$ cat src/rtl/smeu_pkg.sv
// ----------------------------------------------------------------------------
// smeu_pkg
// Shared types, operation codes and constants of the stack machine execute unit.
// ----------------------------------------------------------------------------
package smeu_pkg;

    localparam int STACK_DEPTH_DEF = 256;
    localparam int WORD_BITS_DEF   = 32;
    localparam int RET_SLOT_GAP    = 3;

    localparam logic [4:0] OP_PUSH   = 5'd0;
    localparam logic [4:0] OP_POP    = 5'd1;
    localparam logic [4:0] OP_ADD    = 5'd2;
    localparam logic [4:0] OP_SUB    = 5'd3;
    localparam logic [4:0] OP_MUL    = 5'd4;
    localparam logic [4:0] OP_GT     = 5'd5;
    localparam logic [4:0] OP_LT     = 5'd6;
    localparam logic [4:0] OP_JMP    = 5'd7;
    localparam logic [4:0] OP_BEQ0   = 5'd8;
    localparam logic [4:0] OP_ENTRY  = 5'd9;
    localparam logic [4:0] OP_FRAME  = 5'd10;
    localparam logic [4:0] OP_STOREL = 5'd11;
    localparam logic [4:0] OP_LOADL  = 5'd12;
    localparam logic [4:0] OP_CALL   = 5'd13;
    localparam logic [4:0] OP_RET    = 5'd14;
    localparam logic [4:0] OP_LOADA  = 5'd15;
    localparam logic [4:0] OP_STOREA = 5'd16;
    localparam logic [4:0] OP_POPR   = 5'd17;
    localparam logic [4:0] OP_END    = 5'd18;

    localparam logic [2:0] FLOW_SEQ   = 3'd0;
    localparam logic [2:0] FLOW_JUMP  = 3'd1;
    localparam logic [2:0] FLOW_CALL  = 3'd2;
    localparam logic [2:0] FLOW_RET   = 3'd3;
    localparam logic [2:0] FLOW_HALT  = 3'd4;
    localparam logic [2:0] FLOW_FAULT = 3'd5;

    localparam logic [1:0] FAULT_NONE  = 2'd0;
    localparam logic [1:0] FAULT_OVER  = 2'd1;
    localparam logic [1:0] FAULT_UNDER = 2'd2;
    localparam logic [1:0] FAULT_FRAME = 2'd3;

    typedef struct packed {
        logic [4:0]  operation;
        logic [7:0]  argument;
        logic [15:0] current_pc;
    } instr_t;

    typedef struct packed {
        logic [2:0]         flow;
        logic [15:0]        target;
        logic signed [31:0] top_value;
        logic [8:0]         stack_depth;
        logic [1:0]         fault_code;
    } result_t;

endpackage

$ cat src/rtl/smeu_alu.sv
// ----------------------------------------------------------------------------
// smeu_alu
// Shared arithmetic unit: add, sub, multiply and signed compares, registered.
// ----------------------------------------------------------------------------
module smeu_alu #(
    parameter int WORD_BITS = smeu_pkg::WORD_BITS_DEF
) (
    input  logic                 clk,
    input  logic [4:0]           op,
    input  logic [WORD_BITS-1:0] a,
    input  logic [WORD_BITS-1:0] b,
    output logic [WORD_BITS-1:0] result
);

    logic [WORD_BITS-1:0] res_next;
    logic [WORD_BITS-1:0] result_reg;

    // a is second, b is top
    always_comb
    begin
        unique case (op)
            smeu_pkg::OP_ADD: res_next = a + b;
            smeu_pkg::OP_SUB: res_next = a - b;
            smeu_pkg::OP_MUL: res_next = a * b;
            smeu_pkg::OP_GT:  res_next = WORD_BITS'($signed(a) > $signed(b));
            smeu_pkg::OP_LT:  res_next = WORD_BITS'($signed(a) < $signed(b));
            default:          res_next = b;
        endcase
    end

    always_ff @(posedge clk)
    begin
        result_reg <= res_next;
    end

    assign result = result_reg;

endmodule

$ cat config.mk
export PLATFORM = sky130hd
export DESIGN_NAME = smeu_alu
export DESIGN_NICKNAME = d
export VERILOG_FILES = /design/src/rtl/smeu_pkg.sv /design/src/rtl/smeu_alu.sv
export SDC_FILE = /design/constraint.sdc
export NUM_CORES = 1
export LEC_CHECK = 0
export BUFFER_PORTS_ARGS = -buffer_cell sky130_fd_sc_hd__buf_4
export CAP_MARGIN = 20
export CORE_MARGIN = 3
export CORE_UTILIZATION = 60
export CTS_CLUSTER_DIAMETER = 120
export DETAILED_ROUTE_END_ITERATION = 10
export PLACE_DENSITY = 0.84
export SLEW_MARGIN = 5
export SYNTH_ARGS = -nofsm -noshare
export SYNTH_HDL_FRONTEND = slang
export SYNTH_SLANG_ARGS = --single-unit
$ cat constraint.sdc
create_clock -name clk -period 8.7 [get_ports clk]
set_clock_uncertainty 0.1 [all_clocks]
set_input_delay 0.87 -clock clk [delete_from_list [all_inputs] [get_ports clk]]
set_output_delay 0.87 -clock clk [all_outputs]
set_load 0.01 [all_outputs]
**Yosys cells after proc, flatten, opt, wreduce, memory -nomap -nowiden**

Index checks and enable logic that the tools add are counted.

- Flip-flop bits (word level): 32
- Bits of input ports: 70
- Logic and storage cells: 12

- Magnitude comparators: 2
- $add $sub $neg: 2
- Multiply operators: 1
- Equality and inequality tests: 5
- Mux-type cells: 1

Operators with widths:

| kind | number |
|---|---|
| $pmux 32 s5 | 1 |
| $add 32x32->32 | 1 |
| $gt 32x32->1 | 1 |
| $lt 32x32->1 | 1 |
| $mul 32x32->32 | 1 |
| $sub 32x32->32 | 1 |
| $eq 5x3->1 const B | 3 |
| $eq 5x2->1 const B | 2 |

**Depth between registers and ports, before layout**

- Word-level depth: 2
- Depth in mapped cells: 28
- Mapped depth without buffers: 26

**Worst setup path after synthesis**

No wires, ideal clock.

- Kind: input to register
- Start: input port a[12]
- End: register result_reg[27] (netlist: result[27])
- Stages: 25
- Path slack: 1261 ps
- Arrival: 7209 ps
- Path buffers: 2
- Required time: 8470 ps
- Path through: clkbuf_1 > clkbuf_1 > and2_1 > fa_1 > fa_1 > fa_1 > inv_1 > fa_1 > inv_1 > fa_1 > inv_1 > fa_1 > inv_1 > fa_1 > fa_1 > ha_1 > a2111oi_0 > o21ai_0 > o21ai_0 > o21a_1 > o31ai_1 > or2_2 > xor2_1 > a22oi_1 > o21ai_0

- Longest elaborated chain between the ends: 2
- Elaborated cells between the ends (all ways): 4
- Those cells by class: add/sub (2); mul (1); mux (1)

RTL lines:

| what | RTL line | source |
|---|---|---|
| start, declared | smeu_alu.sv:10 | `input logic [WORD_BITS-1:0] a,` |
| $mul 32x32->32 (tied with other cells) | smeu_alu.sv:24 | `smeu_pkg::OP_MUL: res_next = a * b;` |
| $pmux 32 s5 (*) | smeu_alu.sv:21 | `unique case (op)` |
| named net res_next[27] | smeu_alu.sv:15 | `logic [WORD_BITS-1:0] res_next;` |
| end signal, assigned | smeu_alu.sv:33 | `result_reg <= res_next;` |
| end, declared | smeu_alu.sv:16 | `logic [WORD_BITS-1:0] result_reg;` |

Mark *: on every way through the listed nets, which the timed path passes. The rest lies on a longest branch.

**Worst setup path in the final report**

- Start: input port a[12]
- End: register result_reg[31] (netlist: result[31])

The elaborated chain is that of the path after synthesis.

==> out/qor.json <==
{
  "run_status": {"value": "completed"},
  "design.portCount": {"value": 102},
  "ys_seq_area_frac": {"value": 0.0318},
  "path_class": {"value": "input port to register"},
  "die_h": {"value": 189, "unit": "µm"},
  "fmaxAchievable": {"value": 0.131, "unit": "GHz"},
  "synth_async_sr_flop_share": {"value": 0},
  "mappedNetlistArea": {"value": 20200, "unit": "µm²"},
  "cts.clk_slew.worst_paths": {"value": 0.06, "unit": "ns"},
  "floorplan.die_area": {"value": 35800, "unit": "µm²"},
  "final_net_count": {"value": 3032},
  "rsz0062_at_grt": {"value": "false"},
  "synth.net_count": {"value": 3038},
  "timing.max_slew.rel_slack": {"value": 0.444},
  "final.setup.tns": {"value": 0, "unit": "ns"},
  "postCtsSetupRepairBufs": {"value": 0},
  "post-route-period-util": {"value": 0.876},
  "crit_required": {"value": 8.77, "unit": "ns"},
  "path_buf_inv": {"value": 3},
  "register_area": {"value": 641, "unit": "µm²"},
  "dominantRegCellSynth": {"value": "sky130_fd_sc_hd__dfxtp_1"},
  "leading_cell_type_in_the_layout_fill_and_taps_excluded": {"value": "sky130_fd_sc_hd__inv_1"},
  "leading_cell_types_in_the_layout_fill_and_taps_excluded": {"value": "sky130_fd_sc_hd__inv_1 (438), sky130_fd_sc_hd__fa_1 (410), sky130_fd_sc_hd__and2_1 (279)"},
  "drt_via_density": {"value": 6.14},
  "routedWlPerCell": {"value": 23.4, "unit": "µm"},
  "setup-violations-final": {"value": 0},
  "areaGrowthSynthToFinish": {"value": 5.26, "unit": "%"},
  "synth_cell_type_count": {"value": 68},
  "gp_congestion": {"value": 1.02},
  "cp-start-kind": {"value": "input port"},
  "synth-edff-count": {"value": 0},
  "holdBufCountCts": {"value": 0},
  "grt_pass1_vias": {"value": 18400},
  "cts_tree": {"value": "built"},
  "holdCritPathClass": {"value": "input port to register"},
  "synth_seq_cells": {"value": 32},
  "postCtsResizedCells": {"value": 0},
  "gr-total-overflow": {"value": 0},
  "crit_path_end_kind": {"value": "register"},
  "timing.critical_path.max_delay_family": {"value": "adder cells"},
  "max-cap-violations": {"value": 0},
  "synthesis.instances": {"value": 2372},
  "syn_avg_cell_area": {"value": 8.50, "unit": "µm²"},
  "floorplan.rows": {"value": 66},
  "ctsHtreeMaxLevel": {"value": 2},
  "grt_use_total": {"value": 0.377},
  "hpwl": {"value": 50200, "unit": "µm"},
  "critical_path.slowest_cell": {"value": "sky130_fd_sc_hd__fa_1"},
  "report.final.hold_viol_count": {"value": 0},
  "max_stage_delay": {"value": 0.59, "unit": "ns"},
  "dr.first_iter.drc_count": {"value": 1518},
  "initial_core_util": {"value": 0.614},
  "antenna_found_initial": {"value": 0},
  "flip_flop_count_of_the_largest_register_all_copies_and_words_added": {"value": 32},
  "worstPathCellList": {"value": "buf_4, ha_1, fa_1, inv_1, fa_1, fa_1, fa_1, fa_1, inv_1, fa_1, fa_1, fa_1, ha_1, nand2_1, nor2_1, nand3_1, o31ai_1, o22ai_1, o21ai_0, xnor2_1, o22ai_1"},
  "critical_path.most_common_cell": {"value": "sky130_fd_sc_hd__fa_1"},
  "drc": {"value": 0},
  "clkSinkCount": {"value": 32},
  "finalWorstPathRequiredPeriod": {"value": 7.62, "unit": "ns"},
  "post_route_cells_drive_above_1_share": {"value": 0.0541},
  "vias": {"value": 17300},
  "detail_route.first_pass.iterations": {"value": 7},
  "cts_made_buffers": {"value": 5},
  "timing.critical_path.arrival": {"value": 7.70, "unit": "ns"},
  "timing.critical_path.fanout_max": {"value": 21},
  "max_slew_vio_count": {"value": 0},
  "multiInputGateArea": {"value": 17400, "unit": "µm²"},
  "yosysWarningCount": {"value": 0},
  "number_of_port_buffers": {"value": 101},
  "detail_route.wirelength": {"value": 65900, "unit": "µm"},
  "clock_tree.root_cell": {"value": "sky130_fd_sc_hd__clkbuf_16"},
  "die-width": {"value": 189, "unit": "µm"},
  "filler_cell_count": {"value": 2769},
  "grt_pass1_wl": {"value": 103000, "unit": "µm"},
  "cts_buffer_depth": {"value": 2},
  "largest_net_degree_at_the_start_of_global_routing": {"value": 56},
  "design.core.area": {"value": 32900, "unit": "µm²"},
  "max_slew.worst_pin.slew": {"value": 0.835, "unit": "ns"},
  "antenna_violating_nets_post_route": {"value": 0}
}
## final cells by class
type,instances,share of cell area
multi-input combinational,1776,0.820
inverter,439,0.0776
timing repair buffer,112,0.0400
sequential,32,0.0302
tap,442,0.0261
clock buffer,6,0.00607
clock inverter,1,0.000236
antenna,2,0.000236
## cells in the mapped netlist, types with 14 or more instances
library cell | n | area [µm²]
sky130_fd_sc_hd__a21o_1 | 18 | 135
sky130_fd_sc_hd__a21oi_1 | 83 | 415
sky130_fd_sc_hd__a22oi_1 | 22 | 165
sky130_fd_sc_hd__and2_1 | 279 | 1750
sky130_fd_sc_hd__clkbuf_1 | 114 | 428
sky130_fd_sc_hd__dfxtp_1 | 32 | 641
sky130_fd_sc_hd__fa_1 | 410 | 8210
sky130_fd_sc_hd__ha_1 | 186 | 2330
sky130_fd_sc_hd__inv_1 | 438 | 1640
sky130_fd_sc_hd__nand2_1 | 256 | 961
sky130_fd_sc_hd__nand2b_1 | 15 | 93.8
sky130_fd_sc_hd__nand3_1 | 17 | 85.1
sky130_fd_sc_hd__nor2_1 | 82 | 308
sky130_fd_sc_hd__nor2b_1 | 19 | 119
sky130_fd_sc_hd__nor3_1 | 24 | 120
sky130_fd_sc_hd__o21a_1 | 14 | 105
sky130_fd_sc_hd__o21ai_0 | 81 | 405
sky130_fd_sc_hd__or3_1 | 14 | 87.6
sky130_fd_sc_hd__xnor2_1 | 90 | 788
sky130_fd_sc_hd__xor2_1 | 24 | 210
## through the flow
stage	worst slack, ns	std cells	util	instance area, µm²	hold slack, ns
floorplan	1.26	2372	-	20200	0.889
global placement	0.915	2799	0.641	21100	1.06
detailed placement	0.853	2800	0.641	21100	1.07
CTS	1.16	2807	0.645	21200	0.751
global route	0.807	2808	0.646	21200	0.794
finish	1.08	2810	0.646	21200	0.770
## tightest hold or removal path, stage by stage
cell	delay [ns]
sky130_fd_sc_hd__buf_4	0.11
sky130_fd_sc_hd__nand4_1	0.07
sky130_fd_sc_hd__nand3_1	0.09
## metal layers
metal  part of all wire  vias to the layer above  wire length, µm  track usage
met2               0.47                     1043            31000        0.620
li1                   -                     7326                -            -
met5                  0                        -                0            0
met4              0.066                        0             4330        0.197
met1               0.37                     8607            24100        0.480
met3              0.098                      287             6460       0.0678
## cells by family (layout without fill, tap and decap cells)
kind of cell,after synthesis,in the layout,share of synthesized area
XOR/XNOR,114,114,0.0495
other,0,2,0
multiplexers,4,4,0.00199
flip-flops,32,32,0.0318
AND/OR/NAND/NOR,740,740,0.186
adder cells (fa/ha/maj),596,596,0.522
buffers and inverters,564,558,0.106
AO/OA/AOI/OAI,322,322,0.103
## final timing paths
check             slack, ns  depth (start not counted)          to  start
hold / removal         0.77                          3   result[0]  op[2]
setup / recovery       1.08                         21  result[31]  a[12]
Power is not shown: default switching activity piles up to over one toggle a cycle in this logic, so the estimate is an artifact.
